[src/rtl/core/blcd_pkg.sv]
package blcd_pkg;

    localparam int PIX_W     = 8;
    localparam int MAX_WIDTH = 4096;
    localparam int COL_BITS  = $clog2(MAX_WIDTH);
    localparam int LINE_ROWS = 4;
    localparam int POS_W     = 13;
    localparam int CFG_W     = 13;
    localparam int CFG_ADDR_W = 3;

    localparam logic [POS_W-1:0] MIN_DIM    = 13'd4;
    localparam logic [POS_W-1:0] MAX_W_DIM  = 13'd4096;
    localparam logic [POS_W-1:0] MAX_H_DIM  = 13'd4096;

    // input kind carried on s_tuser
    localparam logic OP_PIXEL = 1'b0;
    localparam logic OP_FLUSH = 1'b1;

    // configuration register indexes
    localparam logic [CFG_ADDR_W-1:0] REG_FRAME_WIDTH  = 3'd0;
    localparam logic [CFG_ADDR_W-1:0] REG_FRAME_HEIGHT = 3'd1;
    localparam logic [CFG_ADDR_W-1:0] REG_GREEN_GAIN   = 3'd2;
    localparam logic [CFG_ADDR_W-1:0] REG_RED_GAIN     = 3'd3;
    localparam logic [CFG_ADDR_W-1:0] REG_BLUE_GAIN    = 3'd4;

    // one column of the window, rows r-2 .. r+2
    typedef logic [4:0][PIX_W-1:0] colv_t;
    // window, columns c-2 .. c+2
    typedef colv_t [4:0] win_t;

    typedef struct packed {
        logic odd_r;
        logic odd_c;
        logic row_end;
        logic frame_end;
    } flags_t;

    typedef struct packed {
        logic [PIX_W-1:0] blue;
        logic [PIX_W-1:0] green;
        logic [PIX_W-1:0] red;
        logic             row_end;
        logic             frame_end;
    } res_t;

endpackage

[src/rtl/core/blcd_filter.sv]
module blcd_filter (
    input  logic                          aclk,
    input  logic                          aresetn,
    input  logic                          enable,
    input  logic                          in_valid,
    input  blcd_pkg::win_t                win,
    input  blcd_pkg::flags_t              flags,
    input  logic [blcd_pkg::PIX_W-1:0]    green_gain,
    input  logic [blcd_pkg::PIX_W-1:0]    red_gain,
    input  logic [blcd_pkg::PIX_W-1:0]    blue_gain,
    output logic                          out_valid,
    output blcd_pkg::res_t                out_res
);

    typedef enum logic [1:0] {
        SITE_RED  = 2'd0,
        SITE_GR   = 2'd1,
        SITE_GB   = 2'd2,
        SITE_BLUE = 2'd3
    } site_t;

    logic [7:0]         p0;
    logic [8:0]         hz, vt;
    logic [9:0]         hv, dg, ax;
    logic signed [10:0] lap;
    site_t              site;
    logic [7:0]         gain_a, gain_b;
    logic [17:0]        base_a, base_b;
    logic signed [19:0] prod_a, prod_b;

    logic               valid_reg;
    site_t              site_reg;
    logic [7:0]         p0_reg;
    logic [17:0]        base_a_reg, base_b_reg;
    logic signed [19:0] prod_a_reg, prod_b_reg;
    logic               row_end_reg, frame_end_reg;
    logic [7:0]         val_a, val_b;

    function automatic logic [7:0] finish(input logic [17:0] base,
                                          input logic signed [19:0] prod);
        logic signed [21:0] t;
        t = $signed({4'b0, base}) + $signed({{2{prod[19]}}, prod}) + 22'sd512;
        if (t[21]) begin
            return 8'd0;
        end else if (|t[20:18]) begin
            return 8'hFF;
        end else begin
            return t[17:10];
        end
    endfunction

    always_comb begin
        p0  = win[2][2];
        hz  = {1'b0, win[1][2]} + {1'b0, win[3][2]};
        vt  = {1'b0, win[2][1]} + {1'b0, win[2][3]};
        hv  = {1'b0, hz} + {1'b0, vt};
        dg  = {2'b0, win[1][1]} + {2'b0, win[3][1]} + {2'b0, win[1][3]} + {2'b0, win[3][3]};
        ax  = {2'b0, win[0][2]} + {2'b0, win[4][2]} + {2'b0, win[2][0]} + {2'b0, win[2][4]};
        lap = $signed({1'b0, p0, 2'b00}) - $signed({1'b0, ax});
        site = site_t'({flags.odd_r, flags.odd_c});
        case ({flags.odd_r, flags.odd_c})
            2'b00:   site = SITE_RED;
            2'b01:   site = SITE_GR;
            2'b10:   site = SITE_GB;
            default: site = SITE_BLUE;
        endcase
        // channel A is green at red/blue sites, red at green sites; B is the other one
        case (site)
            SITE_RED: begin
                gain_a = green_gain;
                gain_b = blue_gain;
                base_a = {hv, 8'b0};
                base_b = {dg, 8'b0};
            end
            SITE_BLUE: begin
                gain_a = green_gain;
                gain_b = red_gain;
                base_a = {hv, 8'b0};
                base_b = {dg, 8'b0};
            end
            SITE_GR: begin
                gain_a = red_gain;
                gain_b = blue_gain;
                base_a = {hz, 9'b0};
                base_b = {vt, 9'b0};
            end
            default: begin
                gain_a = red_gain;
                gain_b = blue_gain;
                base_a = {vt, 9'b0};
                base_b = {hz, 9'b0};
            end
        endcase
        prod_a = $signed({1'b0, gain_a}) * lap;
        prod_b = $signed({1'b0, gain_b}) * lap;
    end

    always_ff @(posedge aclk) begin
        if (!aresetn) begin
            valid_reg <= 1'b0;
        end else if (enable) begin
            valid_reg <= in_valid;
        end
    end

    always_ff @(posedge aclk) begin
        if (enable) begin
            site_reg      <= site;
            p0_reg        <= p0;
            base_a_reg    <= base_a;
            base_b_reg    <= base_b;
            prod_a_reg    <= prod_a;
            prod_b_reg    <= prod_b;
            row_end_reg   <= flags.row_end;
            frame_end_reg <= flags.frame_end;
        end
    end

    always_comb begin
        val_a = finish(base_a_reg, prod_a_reg);
        val_b = finish(base_b_reg, prod_b_reg);
        out_valid         = valid_reg;
        out_res.row_end   = row_end_reg;
        out_res.frame_end = frame_end_reg;
        case (site_reg)
            SITE_RED: begin
                out_res.red   = p0_reg;
                out_res.green = val_a;
                out_res.blue  = val_b;
            end
            SITE_BLUE: begin
                out_res.red   = val_b;
                out_res.green = val_a;
                out_res.blue  = p0_reg;
            end
            default: begin
                out_res.red   = val_a;
                out_res.green = p0_reg;
                out_res.blue  = val_b;
            end
        endcase
    end

endmodule

[config.mk]
export PLATFORM = sky130hd
export DESIGN_NAME = blcd_filter
export DESIGN_NICKNAME = d
export VERILOG_FILES = /design/src/rtl/core/blcd_pkg.sv /design/src/rtl/core/blcd_filter.sv
export SDC_FILE = /design/constraint.sdc
export NUM_CORES = 1
export LEC_CHECK = 0
export BUFFER_PORTS_ARGS = -buffer_cell sky130_fd_sc_hd__buf_2
export CAP_MARGIN = 20
export CELL_PAD_IN_SITES_DETAIL_PLACEMENT = 1
export CELL_PAD_IN_SITES_GLOBAL_PLACEMENT = 2
export CORE_ASPECT_RATIO = 1.1
export CORE_MARGIN = 2
export CORE_UTILIZATION = 32
export CTS_CLUSTER_DIAMETER = 150
export DETAILED_ROUTE_END_ITERATION = 8
export PLACE_DENSITY = 0.85
export SLEW_MARGIN = 25
export SYNTH_ARGS = -nofsm -noshare
export SYNTH_HDL_FRONTEND = slang
export SYNTH_SLANG_ARGS = --single-unit
[constraint.sdc]
create_clock -name aclk -period 7.1 [get_ports aclk]
set_input_delay 0.355 -clock aclk [delete_from_list [all_inputs] [get_ports aclk]]
set_output_delay 0.355 -clock aclk [all_outputs]
set_load 0.05 [all_outputs]
# Word level (Yosys, flattened, before mapping)
# Cells that the tools add are included.
dict set report word_totals {
  output_inout_bits 27
  reg_bits 89
  wordCells 46
}
dict set report op_classes {
  n_eq_ne 5
  multipliers 2
  n_reduce_logical 6
  mux 10
  add_sub_neg 14
}
# cell count
set ops {}
lappend ops {{case mux 18 bit (2 select lines)} 2}
lappend ops {{two-way mux 8 bit} 6}
lappend ops {{case mux 24 bit (2 select lines)} 1}
lappend ops {{adder 21 x 11 -> 22 bit (second input constant)} 2}
lappend ops {{adder 19 x 20 -> 21 bit} 2}
lappend ops {{multiplier 9 x 11 -> 20 bit} 2}
lappend ops {{adder 8 x 8 -> 9 bit} 4}
lappend ops {{adder 10 x 8 -> 10 bit} 2}
lappend ops {{adder 9 x 8 -> 10 bit} 2}
lappend ops {{subtractor 10 x 10 -> 11 bit} 1}
lappend ops {{adder 9 x 9 -> 10 bit} 1}
lappend ops {{equality test 2 bit (second input constant)} 3}
lappend ops {{logical NOT 2 bit} 3}
lappend ops {{case mux 2 bit (3 select lines)} 1}
lappend ops {{OR reduction 3 bit} 2}
lappend ops {{equality test 2 x 1 -> 1 bit (second input constant)} 2}
lappend ops {{OR reduction 2 bit} 1}

# Logic depth before layout (Yosys ltp)
# Gate-level depths: netlist of run 1.
dict set report depth {
  word_depth 6
  ltp_mapped 32
}

# Worst setup path after synthesis of run 1
# Ideal clock, no wire load.
dict set report synth_timing {
  path_kind {in2reg}
  from {input port win[81] (netlist bit)}
  to {register prod_b_reg[19], data pin}
  path_stages 31
  path_slack_ps -526
  required_time_ps 6836
  n_path_buf 1
  setup_time_ps 264
  t_arrival_ps 7363
  cell_sequence {inv_1 > fa_1 > inv_1 > fa_1 > fa_1 > inv_1 > ha_1 > nor2b_1 > o21ai_0 > a21boi_1 > o21ai_1 > a21boi_1 > o21a_1 > o21ai_1 > clkbuf_1 > a21oi_1 > fa_1 > inv_1 > fa_1 > fa_1 > inv_1 > fa_1 > inv_1 > ha_1 > and3_1 > o211a_1 > o31a_1 > o21ai_1 > nand2b_1 > a221oi_1 > xnor2_1}
}
dict set report synth_via {
  elab_chain_len 4
}
# element line_no
set synth_rtl {}
lappend synth_rtl {{start, declared} blcd_filter.sv:6} ;# input blcd_pkg::win_t win,
lappend synth_rtl {{adder 9 x 8 -> 10 bit} blcd_filter.sv:58} ;# ax = {2'b0, win[0][2]} + {2'b0, win[4][2]} + {2'b0, win[2][0]} + {2'b0, win[2][4]};
lappend synth_rtl {{adder 10 x 8 -> 10 bit} blcd_filter.sv:58}
lappend synth_rtl {{subtractor 10 x 10 -> 11 bit} blcd_filter.sv:59} ;# lap = $signed({1'b0, p0, 2'b00}) - $signed({1'b0, ax});
lappend synth_rtl {{multiplier 9 x 11 -> 20 bit} blcd_filter.sv:95} ;# prod_b = $signed({1'b0, gain_b}) * lap;
lappend synth_rtl {{named net prod_b[19]} blcd_filter.sv:29} ;# logic signed [19:0] prod_a, prod_b;
lappend synth_rtl {{end signal, assigned} blcd_filter.sv:113} ;# prod_b_reg <= prod_b;
lappend synth_rtl {{end, declared} blcd_filter.sv:35} ;# logic signed [19:0] prod_a_reg, prod_b_reg;
# The timed path passes the listed nets, and every way through them passes these cells.
# A chain may end at the register's enable or synchronous reset.

# Final worst setup path of run 1
dict set report layout_timing {
  from {input port win[81] (netlist bit)}
  to {register prod_a_reg[19], data pin}
}
dict set report layout_via {
  elab_chain_len 4
}
# element line_no
set layout_rtl {}
lappend layout_rtl {{adder 9 x 8 -> 10 bit} blcd_filter.sv:58}
lappend layout_rtl {{adder 10 x 8 -> 10 bit} blcd_filter.sv:58}
lappend layout_rtl {{subtractor 10 x 10 -> 11 bit} blcd_filter.sv:59}
lappend layout_rtl {{multiplier 9 x 11 -> 20 bit} blcd_filter.sv:94} ;# prod_a = $signed({1'b0, gain_a}) * lap;
lappend layout_rtl {{named net prod_a[19]} blcd_filter.sv:29}
lappend layout_rtl {{end signal, assigned} blcd_filter.sv:112} ;# prod_a_reg <= prod_a;
lappend layout_rtl {{end, declared} blcd_filter.sv:35}
# The timed path passes the listed nets, and every way through them passes these cells.

==> metrics.cfg, run 1 <==
[logic_synthesis]
synth.yosys.seq_area_share_pct = 13.2
synth_top_family_by_area = adder cells
muxShareOfSynthArea_pct = 2.10
synth_xor_area_share_pct = 5.18
synth_edf_count = 56
synth_top_area_cell = fa_1
ys_warn_count = 0
ys_ff_latch = 57
synth_compound_area_share_pct = 11.7
synth_area_um2 = 12800
yosysUniqueCellTypes = 63
synth_top_area_share_pct = 28.8
synth.avg_cell_area_um2 = 8.98
synth_adder_area_share_pct = 44.6
synth_ff_type = edfxtp_1
async_flop_share_pct = 0
syn-num-nets = 2010
synth_simple_gate_area_share_pct = 13.5
synth.area.top_cells = fa_1, ha_1, edfxtp_1
synthCells = 1431

[critical_path]
cp_max_fo = 4
cp_slowest_stage_delay_ns = 0.55
critPathTopFamily = adder cells
crit_required_ns = 7.18
critical_path_class = input pin to register
critical_path_buf_inv_count = 9
worstPathArrival_ns = 7.32
worstSetupEndpointType = register
cp-start-kind = input pin
worst_path_most_repeated_cell = fa_1
critPathSlowestCell = fa_1

[die]
die_w_um = 195
start_util_pct = 32.6
coreArea_um2 = 39400
row_count = 76
die_h_um = 214
dieArea_um2 = 41800
ios = 259

[grt]
grt_first_pass_wirelength_um = 63300
grt_usage_pct = 19.0
antenna_found_initial = 1
grt_pass1_vias = 12300
grt_max_degree = 58
grt.overflow.total = 0

[route]
via_count = 11000
drt_wl_total_um = 39100
wire_per_inst_um = 17.5
ant_nets = 0
drt-initial-drc-count = 332
drcViolationCount = 0
drtPass1Iterations = 5
via_per_inst = 4.92

[sta]
fin_skew_ns = 0
fin_ws_ns = -0.137
rsz0062_at_grt = true
finalCritPeriodShare_pct = 102
setup_tns_ns = -0.811
setup_viol = 12
finalMaxSlewViolations = 0
timing.fmax_mhz = 138
hold_viol = 0
finalCriticalPeriod_ns = 7.24
slew_headroom_pct = 26.4
worst_pin_slew_ns = 1.10

[clock_network]
clock_sinks = 57
htreeDepth = 3
cts_tree = yes
root_buffer = clkbuf_16
cts_inserted_buffers = 9
clkTransAtPathRegs_ns = 0.05
clk_latency_ns = 0.33
ctsHoldBuffers = 0
cts_buffer_depth = 2

[layout]
drive_gt1_share_pct = 26.7
final_area_um2 = 16300
area_delta_synth_final_pct = 26.7
utilization_pct = 41.3
nets = 2299

[place]
dpl-instance-area_um2 = 15400
pre_cts_ws_ns = -0.756
place.gp.congestion = 0.855
io_buffers = 162
dpl.hpwl_um = 33400

[flow_run]
cap_violations = 0

[run_status]
failed_checks = setup timing
outcome = finished with violations

[worst_hold_path]
hold_class = input pin to register

-- routing by layer --
layer | GRT usage, % | vias up | share of wire [%]
met5 | 0 | - | 0
met4 | 6.59 | 0 | 2.9
met3 | 1.59 | 60 | 2.7
met2 | 34.0 | 184 | 51
met1 | 23.9 | 5515 | 44
li1 | - | 5222 | -
-- worst reg2reg max path, stage by stage, from the launching register on --
cell,delay [ns]
dfxtp_1,0.30
mux2i_1,0.12
nor2b_1,0.06
-- cell usage after synthesis (23+ instances only) --
master,instances
a21oi_1,64
nor3_1,24
edfxtp_1,56
clkbuf_1,29
ha_1,162
nor2b_1,23
xor2_1,26
fa_1,185
nand2_1,90
xnor2_1,50
o21ai_0,44
nor2_1,142
inv_1,287
-- area by class of cell --
class                           instances  area [um2]
Antenna cell                            1        2.50
Sequential cell                        57        1700
Fill cell                            4622       23100
Inverter                              287        1080
Timing Repair Buffer                  316        2050
Tap cell                              507         634
Clock inverter                          6         106
Multi-Input combinational cell       1049       10500
Clock buffer                           10         229
-- logic make-up after synthesis --
kind of cell,count (synthesis)
mux,26
flops,57
fa+ha+maj,347
compound gates,229
simple gates,371
buf+inv,325
xor+xnor,76
-- worst paths after layout --
check                           startpoint              to  slack [ns]  depth (start not counted)
worst max-delay path               win[81]  prod_a_reg[19]       -0.14                         33
worst min-delay path              flags[0]   frame_end_reg        0.20                          1
worst max register to register   out_valid       out_valid        6.50                          2
worst min register to register   out_valid       out_valid        0.53                          2
-- cells in the final DEF (no fill, tap or decap), types with 11 or more instances in the layout --
cell type,instances
xor2_1,26
inv_1,268
a21oi_1,53
buf_2,161
edfxtp_1,56
fa_1,178
nand2b_1,16
inv_2,18
mux2i_1,18
or2_2,11
nand3_1,15
o21bai_1,12
ha_4,14
a21o_1,21
o21a_1,15
ha_1,145
nor2_1,134
nor3_1,20
nand2_1,90
buf_4,145
a221oi_1,11
nor2b_1,22
xnor2_1,49
o21ai_0,40
-- repair_timing --
item / in CTS / in global routing
gates resized for setup: 40 / 50
endpoints found under the setup margin: 17 / 18
cloned: 1 / 0
pin swaps: 44 / 25
buffers inserted: 13 / 8
-- metrics by stage --
step,instances,hold WS [ns]
final,2233,0.203
after global routing,2232,0.190
after CTS,2226,0.192
after detailed placement,2196,0.523
after global placement,2196,0.495
after floorplan,1431,0.454
Power of run 1 is not shown: default switching activity piles up to over one toggle a cycle in this logic, so the estimate is an artifact.
==> inputs of run 2 (changes only) <==
--- a/config.mk
+++ b/config.mk
@@ -10,11 +10,11 @@
 export CELL_PAD_IN_SITES_DETAIL_PLACEMENT = 1
 export CELL_PAD_IN_SITES_GLOBAL_PLACEMENT = 2
 export CORE_ASPECT_RATIO = 1.1
-export CORE_MARGIN = 2
+export CORE_MARGIN = 5
 export CORE_UTILIZATION = 32
 export CTS_CLUSTER_DIAMETER = 150
 export DETAILED_ROUTE_END_ITERATION = 8
-export PLACE_DENSITY = 0.85
+export PLACE_DENSITY_LB_ADDON = 0.1
 export SLEW_MARGIN = 25
 export SYNTH_ARGS = -nofsm -noshare
 export SYNTH_HDL_FRONTEND = slang
==> run 2 against run 1 <==
The run still ends with setup timing left. Non-clock buffer count is 2 lower. Cell count is 0.13% higher. Die area is 6.0% higher. Highest routed layer unchanged.
==> metrics.cfg, run 2 (synthesis results as in run 1) <==
[critical_path]
rrSetupSlack_ns = 6.50  ; about the same
critPathTopFamily = adder cells  ; unchanged
critical_path_class = input pin to register  ; unchanged
cp_slowest_stage_delay_ns = 0.56  ; was 0.55 ns
cp-start-kind = input pin  ; unchanged
worstPathArrival_ns = 7.29  ; was 7.32 ns
worstSetupEndpointType = register  ; unchanged
critical_path_buf_inv_count = 7  ; was 9
cp_max_fo = 6  ; was 4
critPathSlowestCell = fa_2  ; was fa_1
crit_required_ns = 7.18  ; about the same
worst_path_most_repeated_cell = inv_2  ; was fa_1

[run_status]
failed_checks = setup timing  ; unchanged
outcome = finished with violations  ; unchanged

[die]
die_w_um = 201  ; was 195 um
row_count = 77  ; was 76
die_h_um = 220  ; was 214 um
coreArea_um2 = 40000  ; was 39400 um2
start_util_pct = 32.1  ; was 32.6%
dieArea_um2 = 44300  ; was 41800 um2
ios = 259  ; unchanged

[grt]
grt_usage_pct = 17.9  ; was 19.0%
antenna_found_initial = 0  ; was 1
grt_first_pass_wirelength_um = 63000  ; was 63300 um
grt_max_degree = 58  ; unchanged
grt.overflow.total = 0  ; unchanged
grt_pass1_vias = 11900  ; was 12300

[clock_network]
root_buffer = clkbuf_16  ; unchanged
ctsHoldBuffers = 0  ; unchanged
clock_sinks = 57  ; unchanged
cts_buffer_depth = 2  ; unchanged
cts_inserted_buffers = 9  ; unchanged
cts_tree = yes  ; unchanged
clk_latency_ns = 0.34  ; was 0.33 ns
clkTransAtPathRegs_ns = 0.05  ; about the same
htreeDepth = 3  ; unchanged

[layout]
nets = 2297  ; was 2299
multi_input_area_um2 = 10400  ; was 10500 um2
seqCellArea_um2 = 1700  ; unchanged
fill_cells = 4717  ; was 4622
finalNonFillerCells = 2236  ; was 2233
final_cell_mix = inv_1, fa_1, buf_2, ha_1, buf_4  ; unchanged
n_antenna_cell = 0  ; was 1
area_delta_synth_final_pct = 25.5  ; was 26.7%
drive_gt1_share_pct = 25.7  ; was 26.7%
final_common_cell = inv_1  ; unchanged

[sta]
hold_viol = 0  ; unchanged
fin_ws_ns = -0.107  ; was -0.137 ns
finalCriticalPeriod_ns = 7.21  ; was 7.24 ns
finalCritPeriodShare_pct = 102  ; about the same
finalMaxSlewViolations = 0  ; unchanged
slew_headroom_pct = 27.1  ; was 26.4%
timing.fmax_mhz = 139  ; was 138 MHz
setup_viol = 5  ; was 12
rsz0062_at_grt = true  ; unchanged
fin_skew_ns = 0  ; unchanged
worst_pin_slew_ns = 1.06  ; was 1.10 ns

[route]
wire_per_inst_um = 17.6  ; was 17.5 um
via_per_inst = 4.76  ; was 4.92
wl_met3_um = 576  ; was 1070 um
drt_wl_total_um = 39500  ; was 39100 um
via_count = 10600  ; was 11000
met2_length_um = 20900  ; was 19800 um
drtPass1Iterations = 6  ; was 5
drcViolationCount = 0  ; unchanged
drt-initial-drc-count = 239  ; was 332
ant_nets = 0  ; unchanged
maxUsedRoutingLayer = met4  ; unchanged
wl_met1_um = 17100  ; about the same

[worst_hold_path]
hold_class = input pin to register  ; unchanged

[place]
io_buffers = 162  ; unchanged
dp_cells = 2201  ; was 2196
place.gp.congestion = 0.867  ; was 0.855
dpl.hpwl_um = 34200  ; was 33400 um

[flow_run]
cap_violations = 0  ; unchanged

-- run 2: cell types whose count changed in the layout (fill, tap and decap cells not counted), moves of 3 or more --
cell / previous run / this run
nand3_1: 15 / 18
inv_2: 18 / 13
buf_4: 145 / 142
nor2_2: 4 / 1
nand3_2: 3 / 0
inv_1: 268 / 273
nand2_2: 0 / 4
buf_6: 5 / 9
ha_1: 145 / 148
a21oi_4: 3 / 0
nand2_1: 90 / 86
nor2_1: 134 / 138
-- run 2: path summary, 6_finish.rpt --
kind	start	endpoint	cells after the start
setup / recovery	win[177]	prod_b_reg[16]	31
hold / removal	flags[1]	row_end_reg	1
setup reg to reg	out_valid	out_valid	2
hold reg to reg	out_valid	out_valid	2
-- run 2: metal layers --
| layer | vias to the layer above | track usage, % |
|---|---|---|
| met5 | - | 0 |
| met4 | 0 | 4.75 |
| met3 | 31 | 1.06 |
| met2 | 113 | 34.3 |
| met1 | 5288 | 22.0 |
| li1 | 5215 | - |
-- run 2: cell type report --
cell class | instances | area share (%)
inverters | 287 | 6.73
flip-flops and latches | 57 | 10.6
clock inverters | 6 | 0.365
well taps | 513 | 3.98
multi-input cells | 1049 | 64.4
clock buffers | 10 | 1.42
repair buffers | 314 | 12.6
-- run 2: per-stage QoR --
stage | cell area, um2 | setup slack [ns] | utilization (%) | setup TNS (ns) | hold slack, ns
floorplan | 13100 | -0.0608 | - | -0.145 | 0.454
global placement | 15400 | -0.576 | 38.6 | -7.26 | 0.493
detailed placement | 15400 | -0.670 | 38.6 | -8.97 | 0.514
CTS | 16000 | -0.146 | 39.9 | -0.626 | 0.181
global route | 16100 | -0.379 | 40.3 | -3.58 | 0.188
finish | 16100 | -0.107 | 40.3 | -0.283 | 0.194
-- run 2: repair_timing --
action / CTS / global route
pin swaps: 36 / 26
gates resized for setup: 33 / 35
buffers inserted: 13 / 6
setup endpoints to repair: 14 / 21
Power of run 2 is left out for the same reason.
